## config.mk

```make
export PLATFORM = sky130hd
export DESIGN_NAME = zs_div
export DESIGN_NICKNAME = d
export VERILOG_FILES = /design/src/rtl/zs_pkg.sv /design/src/rtl/zs_div.sv
export SDC_FILE = /design/constraint.sdc
export NUM_CORES = 1
export LEC_CHECK = 0
export ABC_CLOCK_PERIOD_IN_PS = 3800
export BUFFER_PORTS_ARGS = -buffer_cell sky130_fd_sc_hd__buf_2
export CAP_MARGIN = 40
export CORE_UTILIZATION = 25
export CTS_CLUSTER_SIZE = 8
export DETAILED_ROUTE_END_ITERATION = 6
export GPL_ROUTABILITY_DRIVEN = 0
export PLACE_DENSITY = 0.45
export SYNTH_ARGS = -nofsm -noshare
export SYNTH_HDL_FRONTEND = slang
export SYNTH_SLANG_ARGS = --single-unit
```

## constraint.sdc

```tcl
create_clock -name clk -period 3.8 [get_ports clk]
set_clock_uncertainty 0.05 [all_clocks]
set_input_delay 0.19 -clock clk [delete_from_list [all_inputs] [get_ports clk]]
set_output_delay 0.19 -clock clk [all_outputs]
set_load 0.01 [all_outputs]
```

## src/rtl/zs_pkg.sv

```systemverilog
// zs_pkg: widths, register indexes and helpers shared by the rolling z-score core
// no dependencies; imported by every module of the block
package zs_pkg;

	localparam int MAX_WINDOW = 256;
	localparam int PRICE_BITS = 24;
	localparam int WL_BITS    = 9;
	localparam int SLOT_BITS  = 8;
	localparam int Z_BITS     = 24;
	localparam int SUM_BITS   = 32;
	localparam int SQ_BITS    = 56;
	localparam int PROD_BITS  = 76;
	localparam int MPL_BITS   = 33;
	localparam int NUM_BITS   = 74;
	localparam int QUO_BITS   = 46;
	localparam int ROOT_BITS  = 23;
	localparam int CIDX_BITS  = 2;

	// register indexes of the configuration port
	localparam logic [CIDX_BITS-1:0] REG_WINDOW_LENGTH = 2'd0;
	localparam logic [CIDX_BITS-1:0] REG_ENTRY_THRESH  = 2'd1;
	localparam logic [CIDX_BITS-1:0] REG_EXIT_THRESH   = 2'd2;

	localparam logic [WL_BITS-1:0] WL_RESET    = 9'd20;
	localparam logic [Z_BITS-1:0]  ENTRY_RESET = 24'd131072;
	localparam logic [Z_BITS-1:0]  EXIT_RESET  = 24'd32768;
	localparam logic [Z_BITS-1:0]  Z_POS_SAT   = 24'h7FFFFF;
	localparam logic [Z_BITS-1:0]  Z_NEG_SAT   = 24'h800000;

	// window length in force: zero acts as one, above the store size acts as its size
	function automatic logic [WL_BITS-1:0] eff_length(input logic [WL_BITS-1:0] wl);
		logic [WL_BITS-1:0] n;
		if (wl == '0)
			n = WL_BITS'(1);
		else if (wl > WL_BITS'(MAX_WINDOW))
			n = WL_BITS'(MAX_WINDOW);
		else
			n = wl;
		return n;
	endfunction

endpackage

```

## src/rtl/zs_div.sv

```systemverilog
// zs_div: restoring divider, one quotient bit per cycle, with saturation check
// depends on zs_pkg; quotient of num * 2^32 / den, saturating at 2^46
module zs_div (
	input  logic                          clk,
	input  logic                          arst_n,
	input  logic                          start,
	input  logic [zs_pkg::NUM_BITS-1:0]   num,
	input  logic [zs_pkg::NUM_BITS-1:0]   den,
	output logic                          done,
	output logic                          sat,
	output logic [zs_pkg::QUO_BITS-1:0]   quo
);
	import zs_pkg::*;

	// dividend bits below the first quotient bit that come from num itself
	localparam int LOW_BITS = QUO_BITS - 32;

	logic                  busy_q;
	logic                  done_q;
	logic                  sat_q;
	logic [5:0]            cnt_q;
	logic [NUM_BITS-1:0]   rem_q;
	logic [QUO_BITS-1:0]   sh_q;
	logic [QUO_BITS-1:0]   quo_q;
	logic                  over;
	logic [NUM_BITS:0]     trial;
	logic [NUM_BITS:0]     den_x;

	// quotient would reach 2^46 exactly when num >= den * 2^14
	assign over  = {LOW_BITS'(0), num} >= {den, LOW_BITS'(0)};
	assign trial = {rem_q, sh_q[QUO_BITS-1]};
	assign den_x = {1'b0, den};

	// control
	always_ff @(posedge clk or negedge arst_n) begin
		if (!arst_n) begin
			busy_q <= 1'b0;
			done_q <= 1'b0;
			cnt_q  <= '0;
		end else begin
			done_q <= 1'b0;
			if (start) begin
				busy_q <= !over;
				done_q <= over;
				cnt_q  <= 6'(QUO_BITS);
			end else if (busy_q) begin
				cnt_q <= cnt_q - 6'd1;
				if (cnt_q == 6'd1) begin
					busy_q <= 1'b0;
					done_q <= 1'b1;
				end
			end
		end
	end

	// datapath: shift in one dividend bit, subtract where it fits
	always_ff @(posedge clk) begin
		if (start) begin
			sat_q <= over;
			rem_q <= {LOW_BITS'(0), num[NUM_BITS-1:LOW_BITS]};
			sh_q  <= {num[LOW_BITS-1:0], 32'd0};
			quo_q <= '0;
		end else if (busy_q) begin
			sh_q <= sh_q << 1;
			if (trial >= den_x) begin
				rem_q <= NUM_BITS'(trial - den_x);
				quo_q <= {quo_q[QUO_BITS-2:0], 1'b1};
			end else begin
				rem_q <= trial[NUM_BITS-1:0];
				quo_q <= {quo_q[QUO_BITS-2:0], 1'b0};
			end
		end
	end

	assign done = done_q;
	assign sat  = sat_q;
	assign quo  = quo_q;

endmodule

```

---- Yosys cells after proc, flatten, opt, wreduce, memory -nomap -nowiden ----
Cells that the tools add are included.
storage, ports and cells
  bits in registers ....................... 143
  logic and storage cells ................. 29
  output and inout port bits .............. 48
operators by class
  equality and inequality tests ........... 1
  muxes and demuxes ....................... 14
  reductions and logical operators ........ 2
  add/sub/neg operators ................... 2
  $lt $le $gt $ge ......................... 2
operator list
  cell                                                                number
  60-bit 2-to-1 mux                                                   2
  46-bit 2-to-1 mux                                                   2
  74-bit by 88-bit greater-or-equal comparator with 1-bit output      1
  75-bit by 74-bit greater-or-equal comparator with 1-bit output      1
  74-bit 2-to-1 mux                                                   1
  74-bit subtractor                                                   1
  6-bit 2-to-1 mux                                                    2
  1-bit 2-to-1 mux                                                    7
  6-bit by 1-bit == test with 1-bit output, second input constant     1
  6-bit by 1-bit subtractor with 6-bit output, second input constant  1
  2-bit nonzero test                                                  1
  1-bit zero test                                                     1

---- Longest topological paths before layout ----
Gate-level depths: netlist (run 1).
  depth in word-level cells ............... 4
  depth in mapped cells ................... 14
  mapped depth without buffers ............ 13

---- Worst setup path after synthesis (run 1) ----
No wires, ideal clock.
  path type ............................... register to register
  start ................................... register sh_q[45]
  end ..................................... register rem_q[58], data pin
  arrival ................................. 2.758 ns
  stages on the path, launching flop included .. 13
  slack ................................... 0.731 ns
  setup time .............................. 0.261 ns
  required time ........................... 3.489 ns
  cell sequence ........................... edfxtp_1 -> inv_1 -> ha_1 -> fa_1 -> nand2b_1 -> a211oi_1 -> o31a_1 -> a211oi_1 -> o31ai_1 -> a21oi_1 -> o21ai_0 -> xor2_1 -> a221o_1
on the way
  word-level cells in the longest chain between the ends .. 4
  elaborated cells between the ends (all ways) .. 5
  classes of those cells .................. add/sub: 1; order compare: 1; mux: 3
RTL lines
  item                                                                                                 line                        source
  from (decl)                                                                                          zs_div.sv:23                logic [QUO_BITS-1:0] sh_q;
  from (signal assigned)                                                                               zs_div.sv:61                sh_q <= {num[LOW_BITS-1:0], 32'd0};
  from (signal assigned)                                                                               zs_div.sv:64                sh_q <= sh_q << 1;
  74-bit subtractor or 75-bit by 74-bit greater-or-equal comparator with 1-bit output (tied branches)  zs_div.sv:66, zs_div.sv:65
  74-bit 2-to-1 mux (*)                                                                                zs_div.sv:65                if (trial >= den_x) begin
  60-bit 2-to-1 mux (*)                                                                                zs_div.sv:63                end else if (busy_q) begin
  60-bit 2-to-1 mux (*)                                                                                zs_div.sv:58                if (start) begin
  to (signal assigned)                                                                                 zs_div.sv:60                rem_q <= {LOW_BITS'(0), num[NUM_BITS-1:LOW_BITS]};
  to (signal assigned)                                                                                 zs_div.sv:66                rem_q <= NUM_BITS'(trial - den_x);
  to (signal assigned)                                                                                 zs_div.sv:69                rem_q <= trial[NUM_BITS-1:0];
  to (decl)                                                                                            zs_div.sv:22                logic [NUM_BITS-1:0] rem_q;
Every way passes the cells marked *; elsewhere a longest branch is shown, timed or not. The select of a mux whose other input is x is not followed.
A chain may end at the register's enable or synchronous reset.

---- Final worst setup path (run 1) ----
  start ................................... register rem_q[31]
  end ..................................... register rem_q[58], data pin
on the way
  word-level cells in the longest chain between the ends .. 4
  elaborated cells between the ends (all ways) .. 5
  classes of those cells .................. add/sub: 1; order compare: 1; mux: 3
RTL lines
  item                                                                                                 line
  74-bit subtractor or 75-bit by 74-bit greater-or-equal comparator with 1-bit output (tied branches)  zs_div.sv:66, zs_div.sv:65
  74-bit 2-to-1 mux (*)                                                                                zs_div.sv:65
  60-bit 2-to-1 mux (*)                                                                                zs_div.sv:63
  60-bit 2-to-1 mux (*)                                                                                zs_div.sv:58
Marks and branches as above.

==> results of run 1 <==
kinds of logic after synthesis:
logic type | after synthesis | synth area share [%]
AOI/OAI and AO/OA | 462 | 23.6
xor gates and xnor gates | 66 | 4.55
adders and majority gates | 137 | 13.5
buffers and inverters | 193 | 6.08
DFF | 143 | 28.7
muxes | 89 | 7.35
and+or+nand+nor | 443 | 16.1
metrics by stage:
stage          setup WS [ns]  instance area [sq um]  total power (uW)  utilization [%]
2_1_floorplan          0.731                  12700              4240                -
3_5_place_dp          0.0764                  14600              5250             29.1
3_3_place_gp           0.150                  14600              5240             29.1
4_1_cts               0.0693                  15900              7210             31.7
5_1_grt              0.00168                  16000              7640             31.8
6_report               0.246                  16000              7170             31.8
area by class of cell:
class	instances	area [sq um]
multi-input cells	1197	8300
diodes	3	7.51
repair buffers	313	2090
well taps	672	841
clock buffers	18	439
fillers	5371	34200
flip-flops and latches	143	3660
inverters	117	439
clock inverters	14	180
synth_stat cells (all sizes together), types with 37 or more instances:
cell type	n	area, sq um
nand4	49	307
nor2	145	544
clkbuf	39	150
a21oi	156	800
a21o	40	315
o21ai	93	465
dfxtp	60	1200
inv	116	435
mux2i	57	571
nand2	140	528
buf	37	184
edfxtp	75	2250
ha	136	1700
state kept, by name, indices dropped and copies added, names as in the netlist:
register and count:
rem_q 74, quo 46, sh_q 14, cnt_q 6, busy_q 1, done 1, sat 1
worst min path at each step:
stage                     cells past startpoint         to  slack, ns
final                                         2  rem_q[56]       0.04
after global routing                          2  rem_q[45]       0.02
after CTS                                     3  rem_q[47]     0.0009
after detailed placement                      1       done    -0.0002
after global placement                        1       done     -0.002
after floorplan                               0     busy_q      -0.16
timing repair:
action	CTS	global route
hold buffers	68	0
hold endpoints to repair	74	0
buffers inserted	0	2
gates resized for setup	0	3
setup endpoints to repair	0	7
worst max-delay path, stage by stage (launching register included):
cell      delay, ns
edfxtp_1       0.41
ha_1           0.42
a21oi_1        0.19
o21ai_0        0.15
a21o_1         0.19
a221o_1        0.31
a31oi_1        0.26
o41ai_4        0.14
buf_4          0.20
a21oi_4        0.21
buf_4          0.20
nor2_1         0.07
buf_4          0.18
a221o_1        0.32
report_power, final:
part           switching, uW  total (uW)  internal (uW)
Clock                    835        1850           1020
Sequential               127        1990           1860
Combinational           1970        3330           1360
layer usage:
layer / global-route usage, % / up-vias / wire length (um)
met3: 3.60 / 45 / 1890
met1: 23.7 / 5863 / 21600
met2: 28.6 / 257 / 21100
li1: - / 6117 / -
met4: 4.91 / 8 / 738
met5: 0 / - / 40
==> flow_metrics.env, run 1 <==
export IMPL_crit_start="rem_q[31]"
export IMPL_cts_htree_levels=4
export IMPL_grt_usage_pct=17.7
export IMPL_clockRootBuffer="clkbuf_16"
export IMPL_fin_crit_sh_pct=93.5
export IMPL_crit_fanout=7
export IMPL_endpoint="rem_q[58]"
export IMPL_outcome="completed"
export IMPL_powerDensity_mw_per_mm2=449
export IMPL_worst_slew_pin_transition_ns=0.787
export IMPL_cts_reportedPaths_clkPinSlew_ns=0.09
export IMPL_ios=199
export IMPL_num_rows=82
export IMPL_drive_above_1_share_pct=18.8
export IMPL_clock_latency_ns=0.50
export IMPL_die_w_um=227
export IMPL_nets=2077
export IMPL_critPathArrivalTime_ns=3.74
export IMPL_wire_per_inst_um=18.3
export IMPL_setup_tns_ns=0
export IMPL_drt_pass1_iterations=4
export IMPL_grt_pass1_wl_mm=69.2
export IMPL_remaining_drc_errors=0
export IMPL_die_y_um=227
export IMPL_synth_cell_types=84
export IMPL_clk_path_buf_depth=2
export IMPL_antenna_left=0
export IMPL_hold_viol_final=0
export IMPL_grt_pass1_vias=12234
export IMPL_synth_cell_area_sq_mm=0.0127
export IMPL_fp_coreArea_sq_mm=0.0502
export IMPL_r2r_end="rem_q[58]"
export IMPL_antenna_found_initial=7
export IMPL_syn_nets=1821
export IMPL_final_cells=2477
export IMPL_cp_start_kind="flop"
export IMPL_drt_iter0_drc=711
export IMPL_cts_sinks=143
export IMPL_max_freq_mhz=281
export IMPL_regToRegStartpoint="rem_q[31]"
export IMPL_cts_buffers=17
export IMPL_avgViaCountPerCell=4.96
export IMPL_die_area_sq_mm=0.0517
export IMPL_overflow=0
export IMPL_synth_async_reset_ratio_pct=5.59
export IMPL_r2r_cells=13
export IMPL_hold_ws_ns=0.0370
export IMPL_maxCapViolations=0
export IMPL_synth_ff_type="edfxtp_1"
export IMPL_final_max_slew_viol_count=0
export IMPL_rrSetupSlack_ns=0.25
export IMPL_vias=12290
export IMPL_start_util_pct=25.3
export IMPL_power_leakage_uw=0.00728
export IMPL_cts_tree="yes"
export IMPL_wl_mm=45.4
export IMPL_dp_final_hpwl_mm=36.0
export IMPL_setup_worst_path_end_class="flop"
export IMPL_finalSetupViolCount=0
export IMPL_ir_worst_vdd_mv=0.315
export IMPL_hold_class="input port to flop"
export IMPL_max_slew_margin_pct=47.5
export IMPL_final_cell_mix="buf_2 (197), a21oi_1 (153), nor2_1 (145), nand2_1 (138), ha_1 (136)"
export IMPL_final_common_cell="buf_2"
export IMPL_syn_inst=1533
export IMPL_synth_edff_count=75
export IMPL_grt_max_degree=50
export IMPL_port_buffers=198
export IMPL_ys_ff_latch=143
export IMPL_min_period_ns=3.55
export IMPL_critical_path_required_ns=3.98
export IMPL_hold_path_startpoint="num[70]"
export IMPL_ys_seq_area_share_pct=28.7
export IMPL_yosys_warnings=0
export IMPL_syn_area_per_cell_sq_um=8.29
export IMPL_place_inst=2372
export IMPL_crit_type="flop to flop"
export IMPL_syn_to_final_growth_pct=25.6
export IMPL_rsz0062_at_grt="no"
Power figures use the tool's default switching activity.
==> run 2: changes to the inputs <==
- PLACE_DENSITY: 0.45 -> 0.53
==> flow_metrics.env, run 2 (same netlist as run 1, synthesis figures left out) <==
export IMPL_outcome="completed"
export IMPL_min_period_ns=3.67
export IMPL_swShare_pct=41.9
export IMPL_hold_class="input port to async pin"
export IMPL_final_common_cell="buf_2"
export IMPL_grt_usage_pct=17.3
export IMPL_top_register="rem_q"
export IMPL_max_freq_mhz=273
export IMPL_vias=12559
export IMPL_fp_coreArea_sq_mm=0.0502
export IMPL_powerDensity_mw_per_mm2=442
export IMPL_cts_reportedPaths_clkPinSlew_ns=0.07
export IMPL_start_util_pct=25.3
export IMPL_power_leakage_uw=0.00726
export IMPL_worst_slew_pin_transition_ns=0.875
export IMPL_wl_mm=44.2
export IMPL_drt_pass1_iterations=5
export IMPL_fin_crit_sh_pct=96.6
export IMPL_grt_pass1_wl_mm=68.3
export IMPL_crit_fanout=7
export IMPL_p_sw_uw=2950
export IMPL_final_max_slew_viol_count=0
export IMPL_power_frac_clock_pct=25.2
export IMPL_diodes=0
export IMPL_slowest_delay_ns=0.44
export IMPL_wire_per_inst_um=17.9
export IMPL_antenna_left=0
export IMPL_ir_worst_vdd_mv=0.297
export IMPL_grt_max_degree=80
export IMPL_p_comb_share_pct=46.5
export IMPL_drive_above_1_share_pct=18.9
export IMPL_path_common_cell="nand4_1"
export IMPL_p_int_uw=4090
export IMPL_max_slew_margin_pct=41.7
export IMPL_ios=199
export IMPL_finalSetupViolCount=0
export IMPL_syn_to_final_growth_pct=25.2
export IMPL_cpMaxStageDelayCell="edfxtp_1"
export IMPL_avgViaCountPerCell=5.08
export IMPL_die_y_um=227
export IMPL_cts_htree_levels=4
export IMPL_remaining_drc_errors=0
export IMPL_path_cells="ha_1, nand4_1, nor4_2, buf_4, nand4_1, o31ai_1, o21ai_0, nand2_2, a21oi_4, buf_12, nor2_1, a221o_1"
export IMPL_clk_path_buf_depth=2
export IMPL_nets=2076
export IMPL_rsz0062_at_grt="no"
export IMPL_setup_worst_path_end_class="flop"
export IMPL_largest_reg_flops=74
export IMPL_critical_path_required_ns=4.10
export IMPL_antenna_found_initial=8
export IMPL_cts_tree="yes"
export IMPL_maxCapViolations=0
export IMPL_critPathArrivalTime_ns=3.97
export IMPL_drt_iter0_drc=819
export IMPL_cp_start_kind="flop"
export IMPL_num_rows=82
export IMPL_utilization_pct=31.7
export IMPL_cts_sinks=143
export IMPL_power_share_sequential_pct=28.2
export IMPL_grt_pass1_vias=12285
export IMPL_die_area_sq_mm=0.0517
export IMPL_fillers=5350
export IMPL_port_buffers=198
export IMPL_overflow=0
export IMPL_crit_type="flop to flop"
export IMPL_die_w_um=227
export IMPL_clockRootBuffer="clkbuf_16"
export IMPL_dp_final_hpwl_mm=35.2
export IMPL_cts_buffers=17
export IMPL_final_cell_mix="buf_2 (197), a21oi_1 (152), nor2_1 (145), nand2_1 (138), ha_1 (136)"
export IMPL_hold_viol_final=0
export IMPL_clock_latency_ns=0.49
export IMPL_setup_tns_ns=0
run 2: cell types whose count changed in the layout (fill, tap and decap cells not counted), sizes merged, moves of 2 or more:
cell    previous run  this run
clkinv             2         7
diode              3         0
inv              127       124
bufinv             2         0
run 2: final cells by class:
cell class                 count  area [sq um]  share of cell area (%)
tap                          672           841                    5.28
sequential                   143          3660                    23.0
clock inverter                15           188                    1.18
multi-input combinational   1198          8320                    52.3
timing repair buffer         311          2050                    12.9
inverter                     117           439                    2.76
clock buffer                  17           425                    2.67
run 2: final timing paths:
kind	from	to	slack, ns	cells after the start
max	rem_q[40]	rem_q[55]	0.13	12
min	arst_n	busy_q	0.02	2
max reg2reg	rem_q[40]	rem_q[55]	0.13	12
min reg2reg	quo[45]	quo[45]	0.45	2
max in group asynchronous	arst_n	busy_q	3.49	2
min in group clk	num[70]	rem_q[56]	0.04	2
run 2: power by group through the flow:
stage / sequential [uW] / clock (uW) / combinational (uW)
floorplan: 1970 / 0 / 2270
CTS: 1990 / 1840 / 3220
finish: 1990 / 1780 / 3270
global placement: 2010 / 0 / 3130
global route: 2010 / 1890 / 3620
detailed placement: 2020 / 0 / 3150
run 2: per-stage QoR:
step | total power [uW] | cell area [sq um] | cells | setup slack [ns] | hold WS, ns
2_1_floorplan | 4240 | 12700 | 1533 | 0.731 | -0.156
6_report | 7040 | 15900 | 2473 | 0.131 | 0.0203
5_1_grt | 7520 | 15900 | 2473 | 0.0118 | 0.0134
3_3_place_gp | 5140 | 14600 | 2371 | -0.0484 | -0.000944
4_1_cts | 7040 | 15900 | 2470 | 0.108 | 0.0000288
3_5_place_dp | 5160 | 14600 | 2371 | -0.0189 | 0.00246
run 2: worst max-delay path: cells and delay by family (launching register included):
kind,cells,cell delay (ns)
buf+inv,2,0.36
fa+ha+maj,1,0.44
compound gates,4,0.87
simple gates,5,1.38
flops,1,0.44
run 2: metal layers:
layer  GRT usage [%]  vias up  wire [um]
met4            5.30       12        922
met1            22.6     5994      20300
li1                -     6128          -
met2            27.5      355      20400
met5               0        -         77
met3            4.48       70       2510
run 2: repair_timing:
| item | CTS | global route |
|---|---|---|
| endpoints found under the hold margin | 74 | 0 |
| cloned | 0 | 1 |
| hold buffers | 67 | 0 |
| pin swaps | 0 | 2 |
| endpoints found under the setup margin | 2 | 46 |
| setup buffers | 0 | 2 |
| resized for setup | 2 | 4 |
