===== config.mk =====
export PLATFORM = sky130hd
export DESIGN_NAME = zs_mul
export DESIGN_NICKNAME = d
export VERILOG_FILES = /design/src/rtl/zs_pkg.sv /design/src/rtl/zs_mul.sv
export SDC_FILE = /design/constraint.sdc
export NUM_CORES = 1
export LEC_CHECK = 0
export ABC_AREA = 1
export ABC_CLOCK_PERIOD_IN_PS = 5920
export BUFFER_PORTS_ARGS = -buffer_cell sky130_fd_sc_hd__buf_2
export CORE_UTILIZATION = 60
export DETAILED_ROUTE_END_ITERATION = 10
export GPL_TIMING_DRIVEN = 1
export HOLD_SLACK_MARGIN = 0.05
export PLACE_DENSITY = 0.92
export SLEW_MARGIN = 20
export SYNTH_ARGS = -nofsm -noshare
export SYNTH_HDL_FRONTEND = slang
export SYNTH_SLANG_ARGS = --single-unit

===== constraint.sdc =====
create_clock -name clk -period 5.92 [get_ports clk]
set_input_delay 1.184 -clock clk [delete_from_list [all_inputs] [get_ports clk]]
set_output_delay 1.184 -clock clk [all_outputs]
set_load 0.02 [all_outputs]

===== src/rtl/zs_pkg.sv =====
// zs_pkg: widths, register indexes and helpers shared by the rolling z-score core
// no dependencies; imported by every module of the block
package zs_pkg;

	localparam int MAX_WINDOW = 256;
	localparam int PRICE_BITS = 24;
	localparam int WL_BITS    = 9;
	localparam int SLOT_BITS  = 8;
	localparam int Z_BITS     = 24;
	localparam int SUM_BITS   = 32;
	localparam int SQ_BITS    = 56;
	localparam int PROD_BITS  = 76;
	localparam int MPL_BITS   = 33;
	localparam int NUM_BITS   = 74;
	localparam int QUO_BITS   = 46;
	localparam int ROOT_BITS  = 23;
	localparam int CIDX_BITS  = 2;

	// register indexes of the configuration port
	localparam logic [CIDX_BITS-1:0] REG_WINDOW_LENGTH = 2'd0;
	localparam logic [CIDX_BITS-1:0] REG_ENTRY_THRESH  = 2'd1;
	localparam logic [CIDX_BITS-1:0] REG_EXIT_THRESH   = 2'd2;

	localparam logic [WL_BITS-1:0] WL_RESET    = 9'd20;
	localparam logic [Z_BITS-1:0]  ENTRY_RESET = 24'd131072;
	localparam logic [Z_BITS-1:0]  EXIT_RESET  = 24'd32768;
	localparam logic [Z_BITS-1:0]  Z_POS_SAT   = 24'h7FFFFF;
	localparam logic [Z_BITS-1:0]  Z_NEG_SAT   = 24'h800000;

	// window length in force: zero acts as one, above the store size acts as its size
	function automatic logic [WL_BITS-1:0] eff_length(input logic [WL_BITS-1:0] wl);
		logic [WL_BITS-1:0] n;
		if (wl == '0)
			n = WL_BITS'(1);
		else if (wl > WL_BITS'(MAX_WINDOW))
			n = WL_BITS'(MAX_WINDOW);
		else
			n = wl;
		return n;
	endfunction

endpackage


===== src/rtl/zs_mul.sv =====
// zs_mul: shift-add serial multiplier, one multiplier bit per cycle
// depends on zs_pkg
module zs_mul (
	input  logic                          clk,
	input  logic                          arst_n,
	input  logic                          start,
	input  logic [zs_pkg::PROD_BITS-1:0]  mcand,
	input  logic [zs_pkg::MPL_BITS-1:0]   mplier,
	output logic                          done,
	output logic [zs_pkg::PROD_BITS-1:0]  product
);
	import zs_pkg::*;

	logic                  busy_q;
	logic                  done_q;
	logic [PROD_BITS-1:0]  acc_q;
	logic [PROD_BITS-1:0]  mc_q;
	logic [MPL_BITS-1:0]   mp_q;

	// control: finish once the remaining multiplier bits are gone
	always_ff @(posedge clk or negedge arst_n) begin
		if (!arst_n) begin
			busy_q <= 1'b0;
			done_q <= 1'b0;
		end else begin
			done_q <= 1'b0;
			if (start) begin
				busy_q <= 1'b1;
			end else if (busy_q && (mp_q[MPL_BITS-1:1] == '0)) begin
				busy_q <= 1'b0;
				done_q <= 1'b1;
			end
		end
	end

	// datapath: add shifted multiplicand when the low multiplier bit is set
	always_ff @(posedge clk) begin
		if (start) begin
			acc_q <= '0;
			mc_q  <= mcand;
			mp_q  <= mplier;
		end else if (busy_q) begin
			if (mp_q[0])
				acc_q <= acc_q + mc_q;
			mc_q <= mc_q << 1;
			mp_q <= mp_q >> 1;
		end
	end

	assign done    = done_q;
	assign product = acc_q;

endmodule


# Word level (Yosys, flattened, before mapping)
# Cells that the tools add are included.
# totals
reg_bits,187
inputBits,112
word_cells,19
# classes
muxes,8
n_reduce_logical,5
add_sub_neg,1
# ops
op,n
$mux W76,2
$add A76 B76 Y76,1
$mux W33,2
$logic_not A32 Y1,1
$mux W1,4
$reduce_bool A2 Y1,2
$reduce_and A2 Y1,1
$logic_and A1 B1 Y1,1

# Longest topological paths before layout
# Gate-level depths: netlist of run 1.
# depth
ltp_word,4
depth_mapped,17
ltp_nobuf,17

# Least setup slack after synthesis of run 1
# OpenSTA, ideal clock, no wires.
# synth_path
path_kind,input to register
startpoint,input port start
endpoint,register mc_q[0] (enable)
setup_ns,0.983
t_arrival_ns,3.799
setup_slack_ns,1.138
cell_stages,5
path_cell_list,clkbuf_1 inv_2 clkbuf_1 clkbuf_1 nand2_1
# synth_between
elab_chain_cells,1
# synth_lines
item,line,source
start: declaration,zs_mul.sv:6,"input logic start,"
$reduce_bool A2 Y1 (no line),-,
end signal: assignment,zs_mul.sv:40,mc_q <= mcand;
end signal: assignment,zs_mul.sv:45,mc_q <= mc_q << 1;
end: declaration,zs_mul.sv:17,logic [PROD_BITS-1:0] mc_q;
# Every way passes these cells.
# A chain may end at the register's enable or synchronous reset.

# Worst setup path in the final report of run 1
# layout_path
startpoint,input port start
endpoint,register mc_q[31] (enable)
# Same word-level chain as after synthesis.

==> results.env, run 1 <==
LAYOUT_SETUP_WS_PS=2880
LAYOUT_MIN_CYCLE_TIME_PS=3040
INSERTEDDIODECOUNT=0
YOSYS-TOP-CELLS-AREA='edfxtp_1 (23%), nand2_1 (22%), dfxtp_1 (11%), inv_1 (10%), nor2_1 (7.9%)'
DRTITER0DRC=1403
I_O_PIN_CNT=189
SLEW_VIOL_FINAL=0
FINAL_LAYOUT_SIZE_SUFFIX_GT1_FRAC=0.115
SYNTHARSTFLOPSHARE=0.0107
CORE_AREA_SQ_UM=22800
SWSHARE=0.407
P_SEQ_FRAC=0.371
HOLD_VIOLATIONS_FINAL=0
BUFFERS_PLUS_INVERTERS_ON_THE_WORST_SETUP_PATH=3
DRC_ERRORS=0
NUMBER_OF_ANTENNA_VIOLATIONS_AT_THE_FIRST_CHECK_IN_GLOBAL_ROUTING=0
SYNTH-EDFF-COUNT=109
MAPPED_CELL_AREA_SQ_UM=14100
P_INT_uW=2620
RELSLEWSLACK=0.293
YS_SEQ_AREA_FRAC=0.343
MAX_CAPACITANCE_VIOLATION_COUNT=0
WORST_R2R_STARTPOINT='mc_q[0]'
REQUIRED_PS=6010
DIE_AREA_SQ_UM=24100
POWER.SHARE.COMBINATIONAL=0.343
SYN_INST=2248
GLOBAL_ROUTE.USAGE.TOTAL=0.357
PRE_CTS_WS_PS=2390
CRIT-REG2REG-CAPTURE='product[60]'
CRIT_SLOWEST_CELL='nand2_4'
FINALCRITPERIODSHARE=0.513
SYNTH.YOSYS.WARNINGS=0
WORST-ENDPOINT-ARRIVAL_PS=3130
TIMING.CRITICAL_PATH.MAX_DELAY_FAMILY='buffers and inverters'
ROWS=55
SYNTH-SEQ-CELLS=187
CTS_RESIZED=0
DETAIL_ROUTE.VIAS_PER_CELL=5.28
CRITPATHMAXFANOUT=90
DIE_HEIGHT_UM=155
FINALCLOCKSKEW_PS=20.4
PLACE.GP.CONGESTION=1.06
TRITONCTS_CLOCK_TREE='yes'
WORST_HOLD_PATH_TYPE='input pin to async pin'
ANT_NETS=0
MAXCLOCKFREQUENCY_GHz=0.329
AREAGROWTHSYNTHTOFINISH_PCT=13.1
DETAILROUTE.VIA_COUNT=14456
YS_DOMINANT_REG_CELL='edfxtp_1'
CTSHOLDBUFFERS=0
SYNTH_CELL_TYPE_COUNT=33
POWER.DENSITY_CELL_AREA_nW_PER_UM2=277
CRITPATHKIND='input pin to flip-flop'
UNREPAIRED_SETUP_ENDPOINTS_AFTER_GLOBAL_ROUTING='false'
GRT_MAX_DEGREE=108
POWER.SHARE.CLOCK=0.286
GRT_FIRST_PASS_WIRELENGTH_UM=67400
FINAL_SETUP_VIOLS=0
CTS.SINK_COUNT=187
TIMING.HOLD.WS_PS=507
TIMING.CRITICAL_PATH.FROM_TYPE='input pin'
H-TREE-DEPTH=4
WORST_PATH_LARGEST_CELL_DELAY_PS=730
POSTROUTEWIRELENGTH_UM=43000
FP.DIEW_UM=155
PEAKVDDDROP_V=0.000209
TIMING.REG2REG.WORST_PATH_DEPTH=16
ORDERED_CELL_LIST_FOR_THE_CRITICAL_PATH='buf_6 -> inv_2 -> nand2_4 -> buf_4'
NETLIST.AREA_LEADER.SHARE=0.232
P_SWITCHING_uW=1800
IO_BUFFERS=188
MAXIMUM_NUMBER_OF_BUFFERS_FROM_CLOCK_ROOT_TO_SINK=2
FINALSETUPTNS_PS=0
REG2REG_SLACK_PS=3230
POWER_LEAKAGE_uW=0.00895
CTS-ROOT-BUF='clkbuf_16'
PATH_CLK_SLEW_PS=90
RUN_STATUS='completed'
FIRST_PASS_ITERS=8
SYNTH_AREA_PER_CELL_SQ_UM=6.28
INSERTION_DELAY_PS=460
POST_CTS.REPAIR.SETUP_BUFFERS=0
TRANSITION_TIME_AT_THE_PIN_WITH_THE_LEAST_SLEW_MARGIN_PS=1060
INITIAL_CORE_UTIL=0.618
GLOBAL_ROUTE.OVERFLOW_TOTAL=0
NUM-NETS-FINAL=2601
FINAL_COMMON_CELL='nand2_1'
HPWLAFTERDP_UM=33700
WL_PER_CELL_UM=15.7
NUMBER_OF_GLOBAL_ROUTE_VIAS_BEFORE_REPAIR=13598
SYNTH_LARGEST_AREA_CELL='edfxtp_1'
LAYOUT_COMMON_CELLS='nand2_1 (839), inv_1 (388), nor2_1 (296)'
SYNTH.NET_COUNT=2436
CTS-BUFFERS-INSERTED=17
SETUP.WORST_PATH.END_CLASS='flip-flop'
==> through the flow <==
stage                     std cells   util  instance area (sq um)  total power (uW)
after floorplan                2248      -                  14100              2680
after global placement         2707  0.670                  15300              3100
after detailed placement       2707  0.670                  15300              3140
after CTS                      2739  0.698                  16000              4400
after global routing           2739  0.698                  16000              4630
final                          2739  0.698                  16000              4420
==> power groups by stage <==
stage | sequential [uW] | combinational, uW | clock, uW
after floorplan | 1720 | 967 | 0
final | 1640 | 1510 | 1260
after detailed placement | 1660 | 1480 | 0
after CTS | 1630 | 1490 | 1270
after global placement | 1650 | 1440 | 0
after global routing | 1650 | 1680 | 1300
==> cells by family (layout without fill, tap and decap cells) <==
family / Yosys count / count (layout) / share of synthesized area
AO/OA/AOI/OAI: 209 / 209 / 0.0776
adder cells (fa/ha/maj): 76 / 76 / 0.0679
AND/OR/NAND/NOR: 1291 / 1291 / 0.367
buffers and inverters: 442 / 620 / 0.118
flip-flops: 187 / 187 / 0.343
XOR/XNOR: 43 / 43 / 0.0267
==> metal layers <==
metal / vias up / share of wire / track usage
met2: 614 / 0.46 / 0.601
met4: 0 / 0.025 / 0.118
met5: - / 0 / 0
li1: 7221 / - / -
met3: 74 / 0.068 / 0.0490
met1: 6547 / 0.45 / 0.472
==> worst reg2reg max path, cell delays in order, from the launching register on <==
cell	delay [ps]
edfxtp_1	390
ha_1	230
fa_1	410
nand3_1	110
nand3_1	160
nand2_1	120
nand2_2	90
nand2_1	70
nand2_1	110
nand3_1	100
nand2_1	210
nand2_1	230
nand2_1	80
nand2_1	60
nand3_1	90
nand2_1	90
inv_1	40
==> how the worst max path moves through the flow <==
stage,end,from,slack [ps],depth (start not counted)
floorplan,mc_q[0],start,1140,5
global placement,mc_q[38],start,2470,4
detailed placement,mc_q[38],start,2390,4
CTS,mc_q[31],start,2870,4
global route,mc_q[31],start,2680,4
finish,mc_q[31],start,2880,4
==> registers in the layout, indices dropped and copies added, names as in the netlist <==
name and count:
busy_q 1, done 1, mc_q 76, mp_q 33, product 76
==> synthesized netlist by cell type, types with 18 or more instances <==
| master | count |
|---|---|
| nand2_1 | 840 |
| o21ai_0 | 96 |
| xor2_1 | 38 |
| a21oi_1 | 91 |
| nor2_1 | 296 |
| clkbuf_1 | 43 |
| dfxtp_1 | 76 |
| inv_1 | 389 |
| ha_1 | 75 |
| nand2_2 | 18 |
| edfxtp_1 | 109 |
| nand3_1 | 78 |
==> area by class of cell <==
type / instances / area [sq um]
Multi-Input combinational cell: 1619 / 7610
Sequential cell: 187 / 4840
Inverter: 394 / 1480
Clock buffer: 17 / 425
Fill cell: 1991 / 6890
Timing Repair Buffer: 194 / 992
Clock inverter: 15 / 211
Tap cell: 313 / 392
(Power assumes the default switching activity.)
==> run 2: changes to the inputs <==
--- a/config.mk
+++ b/config.mk
@@ -5,14 +5,14 @@
 export SDC_FILE = /design/constraint.sdc
 export NUM_CORES = 1
 export LEC_CHECK = 0
-export ABC_AREA = 1
-export ABC_CLOCK_PERIOD_IN_PS = 5920
+export ABC_AREA = 0
+export ABC_CLOCK_PERIOD_IN_PS = 2750
 export BUFFER_PORTS_ARGS = -buffer_cell sky130_fd_sc_hd__buf_2
-export CORE_UTILIZATION = 60
+export CORE_UTILIZATION = 52
 export DETAILED_ROUTE_END_ITERATION = 10
 export GPL_TIMING_DRIVEN = 1
 export HOLD_SLACK_MARGIN = 0.05
-export PLACE_DENSITY = 0.92
+export PLACE_DENSITY = 0.86
 export SLEW_MARGIN = 20
 export SYNTH_ARGS = -nofsm -noshare
 export SYNTH_HDL_FRONTEND = slang
==> constraint.sdc (replaced) <==
create_clock -name clk -period 2.75 [get_ports clk]
set_input_delay 0.55 -clock clk [delete_from_list [all_inputs] [get_ports clk]]
set_output_delay 0.55 -clock clk [all_outputs]
set_load 0.02 [all_outputs]
==> run 2 against run 1 <==
  * Cell count shrank 28%
  * The run now ends with setup timing left
  * Sequential share of layout area shrank 0.97 points
  * Global-route usage shrank 4.8 points
  * Clock skew grew 5.1 ps
  * Synthesized cell count shrank 44%
  * Via count shrank 19%
  * Area after synthesis shrank 14%
  * Non-clock buffer count grew 255
  * Routed wire length shrank 13%
  * Register-to-register slack lost 3700 ps
  * Final area grew 3.6%
  * Clock-buffer cell count is the same
  * Critical path type is now flip-flop to flip-flop
==> results.env, run 2 <==
RUN_STATUS='finished with violations'  # was completed
FAILING_CHECKS='setup timing'
AREA_TAKEN_BY_FLIP_FLOPS_AND_LATCHES_SQ_UM=4860  # was 4840 sq um
ORDERED_CELL_LIST_FOR_THE_CRITICAL_PATH='ha_4 -> buf_4 -> a211oi_4 -> buf_4 -> o21bai_1 -> a21oi_2 -> o311ai_2 -> a31o_2 -> a2111o_1 -> nand4_1 -> a31oi_1 -> or4_1 -> a21oi_2'  # was buf_6 -> inv_2 -> nand2_4 -> buf_4
H-TREE-DEPTH=4  # unchanged
PATH_CLK_SLEW_PS=90  # about the same
SYNTH_CELL_TYPE_COUNT=84  # was 33
GLOBAL_ROUTE.USAGE.TOTAL=0.309  # was 0.357
FIRST_PASS_ITERS=5  # was 8
DIE_AREA_SQ_UM=23900  # was 24100 sq um
TIMING.HOLD.WS_PS=375  # was 507 ps
REG2REG_SLACK_PS=-450  # was 3230 ps
MAPPED_CELL_AREA_SQ_UM=12100  # was 14100 sq um
TOTAL_POWER_uW=13800  # was 4420 uW
FP.DIEW_UM=154  # was 155 um
TRITONCTS_CLOCK_TREE='yes'  # unchanged
SYNTH_AREA_PER_CELL_SQ_UM=9.54  # was 6.28 sq um
INITIAL_CORE_UTIL=0.532  # was 0.618
WORST-ENDPOINT-ARRIVAL_PS=3600  # was 3130 ps
FINAL.FILL_COUNT=1571  # was 1991
CTS.SINK_COUNT=187  # unchanged
TIMING.CRITICAL_PATH.FROM_TYPE='flip-flop'  # was input pin
DIE_HEIGHT_UM=154  # was 155 um
MULTIINPUTGATEAREA_SQ_UM=7550  # was 7610 sq um
END_POINT_OF_THE_MOST_CRITICAL_HOLD_PATH='mc_q[14]'
SYNTH.YOSYS.WARNINGS=0  # unchanged
WL_PER_CELL_UM=19.0  # was 15.7 um
SYNTH-EDFF-COUNT=109  # unchanged
CORE_AREA_SQ_UM=22700  # was 22800 sq um
RELSLEWSLACK=0.590  # was 0.293
BUFFERS_PLUS_INVERTERS_ON_THE_WORST_SETUP_PATH=2  # was 3
DR.MAX_LAYER_USED='met5'  # was met4
MAXCLOCKFREQUENCY_GHz=0.313
DR_WL_MET2_UM=18800  # was 19700 um
SYNTH-SEQ-CELLS=187  # unchanged
SYNTHTOPCELLSBYCOUNT='nand2_1 (164), a21oi_1 (145), edfxtp_1 (109)'  # was nand2_1 (840), inv_1 (389), nor2_1 (296)
SYN_INST=1267  # was 2248
DRC_ERRORS=0  # unchanged
UNREPAIRED_SETUP_ENDPOINTS_AFTER_GLOBAL_ROUTING='true'  # was false
LAYOUT_SETUP_WS_PS=-449  # was 2880 ps
HP-START='mcand[14]'
ADDER_CELL_SHARE_OF_THE_SYNTHESIZED_AREA=0.0793  # was 0.0679
WORST_HOLD_PATH_TYPE='input pin to flip-flop'  # was input pin to async pin
SETUP.WORST_PATH.END_CLASS='flip-flop'  # unchanged
WORSTHOLDPATHCELLS=2
SYNTH-COMPOUND-AREA-SHARE=0.197  # was 0.0776
SYNTHARSTFLOPSHARE=0.0107  # unchanged
MAX_CAPACITANCE_VIOLATION_COUNT=0  # unchanged
YOSYS.AREA_SHARE.XOR_XNOR=0.0391  # was 0.0267
FINAL_COMMON_CELL='buf_4'  # was nand2_1
CTS-BUFFERS-INSERTED=17  # unchanged
SYNTH_LARGEST_AREA_CELL='edfxtp_1'  # unchanged
YS_SEQ_AREA_FRAC=0.401  # was 0.343
LAYOUT_COMMON_CELLS='buf_4 (241), buf_2 (187), nand2_1 (158)'  # was nand2_1 (839), inv_1 (388), nor2_1 (296)
CRITPATHKIND='flip-flop to flip-flop'  # was input pin to flip-flop
PLACE.GP.CONGESTION=0.918  # was 1.06
DETAILROUTE.VIA_COUNT=11754  # was 14456
FINAL_SETUP_VIOLS=46  # was 0
PRE_CTS_WS_PS=-390  # was 2390 ps
FINAL_LAYOUT_SIZE_SUFFIX_GT1_FRAC=0.435  # was 0.115
INSERTION_DELAY_PS=470  # was 460 ps
POWER.DENSITY_CELL_AREA_nW_PER_UM2=834  # was 277 nW/um^2
WORST_PATH_LARGEST_CELL_DELAY_PS=490  # was 730 ps
GLOBAL_ROUTE.OVERFLOW_TOTAL=0  # unchanged
DRTITER0DRC=835  # was 1403
TRANSITION_TIME_AT_THE_PIN_WITH_THE_LEAST_SLEW_MARGIN_PS=615  # was 1060 ps
SLEW_VIOL_FINAL=0  # unchanged
PEAKVDDDROP_V=0.000475  # was 0.000209 V
NUMBER_OF_ANTENNA_VIOLATIONS_AT_THE_FIRST_CHECK_IN_GLOBAL_ROUTING=3  # was 0
WORST_R2R_STARTPOINT='mc_q[0]'  # unchanged
HOLD_VIOLATIONS_FINAL=0  # unchanged
FINALCLOCKSKEW_PS=25.5  # was 20.4 ps
ROWS=55  # unchanged
SYNTH.MOST_COMMON_CELL='nand2_1'  # unchanged
LAYOUT.CORE_UTILIZATION=0.728  # was 0.698
DETAIL_ROUTE.WIRELENGTH.MET1_UM=14800  # was 19200 um
CRIT_SLOWEST_CELL='a2111o_1'  # was nand2_4
FINALCRITPERIODSHARE=1.16
POSTROUTEWIRELENGTH_UM=37300  # was 43000 um
SYNTH_TOP_FAMILY_BY_AREA='compound AO/OA/AOI/OAI gates'  # was simple AND/OR/NAND/NOR gates
GRT_MAX_DEGREE=110  # was 108
CTS-ROOT-BUF='clkbuf_16'  # unchanged
I_O_PIN_CNT=189  # unchanged
TIMING.REG2REG.WORST_PATH_DEPTH=13  # was 16
IO_BUFFERS=188  # unchanged
REQUIRED_PS=3150  # was 6010 ps
NUMBER_OF_GLOBAL_ROUTE_VIAS_BEFORE_REPAIR=11885  # was 13598
MAXIMUM_NUMBER_OF_BUFFERS_FROM_CLOCK_ROOT_TO_SINK=2  # unchanged
YOSYS-TOP-CELLS-AREA='edfxtp_1 (27%), dfxtp_1 (13%), mux2_2 (10%), ha_1 (7.8%), a21oi_1 (6.0%)'  # was edfxtp_1 (23%), nand2_1 (22%), dfxtp_1 (11%), inv_1 (10%), nor2_1 (7.9%)
POST_SYNTH_AND_OR_NAND_NOR_AREA_FRACTION=0.151  # was 0.367
AREAGROWTHSYNTHTOFINISH_PCT=36.7  # was 13.1%
HPWLAFTERDP_UM=25700  # was 33700 um
WL_MET3_UM=2480  # was 2940 um
CRIT-REG2REG-CAPTURE='product[75]'  # was product[60]
POWER_LEAKAGE_uW=0.00750  # was 0.00895 uW
DETAIL_ROUTE.VIAS_PER_CELL=5.99  # was 5.28
FINALSETUPTNS_PS=-12480  # was 0 ps
CRITPATHMAXFANOUT=3  # was 90
YS_DOMINANT_REG_CELL='edfxtp_1'  # unchanged
TIMING.CRITICAL_PATH.MAX_DELAY_FAMILY='compound AO/OA/AOI/OAI gates'  # was buffers and inverters
LAYOUT_MIN_CYCLE_TIME_PS=3200
ANT_NETS=0  # unchanged
NUM-NETS-FINAL=1851  # was 2601
NETLIST.AREA_LEADER.SHARE=0.271  # was 0.232
MUXSHAREOFSYNTHAREA=0.100  # was 0
GRT_FIRST_PASS_WIRELENGTH_UM=58600  # was 67400 um
SYNTH.NET_COUNT=1455  # was 2436
run 2: worst max path at each step:
stage | startpoint | endpoint | cells past startpoint
2_1_floorplan | start | mc_q[0] | 5
3_3_place_gp | mc_q[0] | product[70] | 13
5_1_grt | mc_q[0] | product[72] | 13
6_report | mc_q[0] | product[75] | 13
3_5_place_dp | mc_q[0] | product[70] | 13
4_1_cts | mc_q[0] | product[64] | 14
run 2: metal layers:
layer | GRT usage | vias to the layer above
met5 | 0 | -
met4 | 0.137 | 4
met3 | 0.0569 | 112
met2 | 0.548 | 498
met1 | 0.363 | 5615
li1 | - | 5525
run 2: power by group:
part	internal [uW]	switching, uW
Sequential	3460	384
Clock	1300	1440
Combinational	3320	3870
run 2: kinds of logic (layout without fill, tap and decap cells):
kind of cell | after synthesis | after routing
compound gates | 363 | 363
xor+xnor | 54 | 54
fa+ha+maj | 76 | 76
buf+inv | 100 | 509
flops | 187 | 187
mux | 108 | 108
other cells | 0 | 1
simple gates | 379 | 379
run 2: repair_timing:
action                     CTS  global route
setup buffers               21            13
pin swaps                   47            42
hold buffers                 1             0
hold endpoints to repair     2             0
resized for setup           60            68
setup endpoints to repair   50            54
run 2: through the flow:
stage	cells	area, sq um
after floorplan	1267	12400
after global placement	1895	15100
after detailed placement	1895	15100
after CTS	1949	16100
after global routing	1961	16500
final	1962	16500
run 2: final cells by class:
type	count	share of cell area
Sequential cell	187	0.294
Inverter	28	0.00658
Clock buffer	17	0.0257
Multi-Input combinational cell	980	0.457
Tap cell	285	0.0216
Timing Repair Buffer	449	0.181
Clock inverter	15	0.0136
Antenna cell	1	0.000151
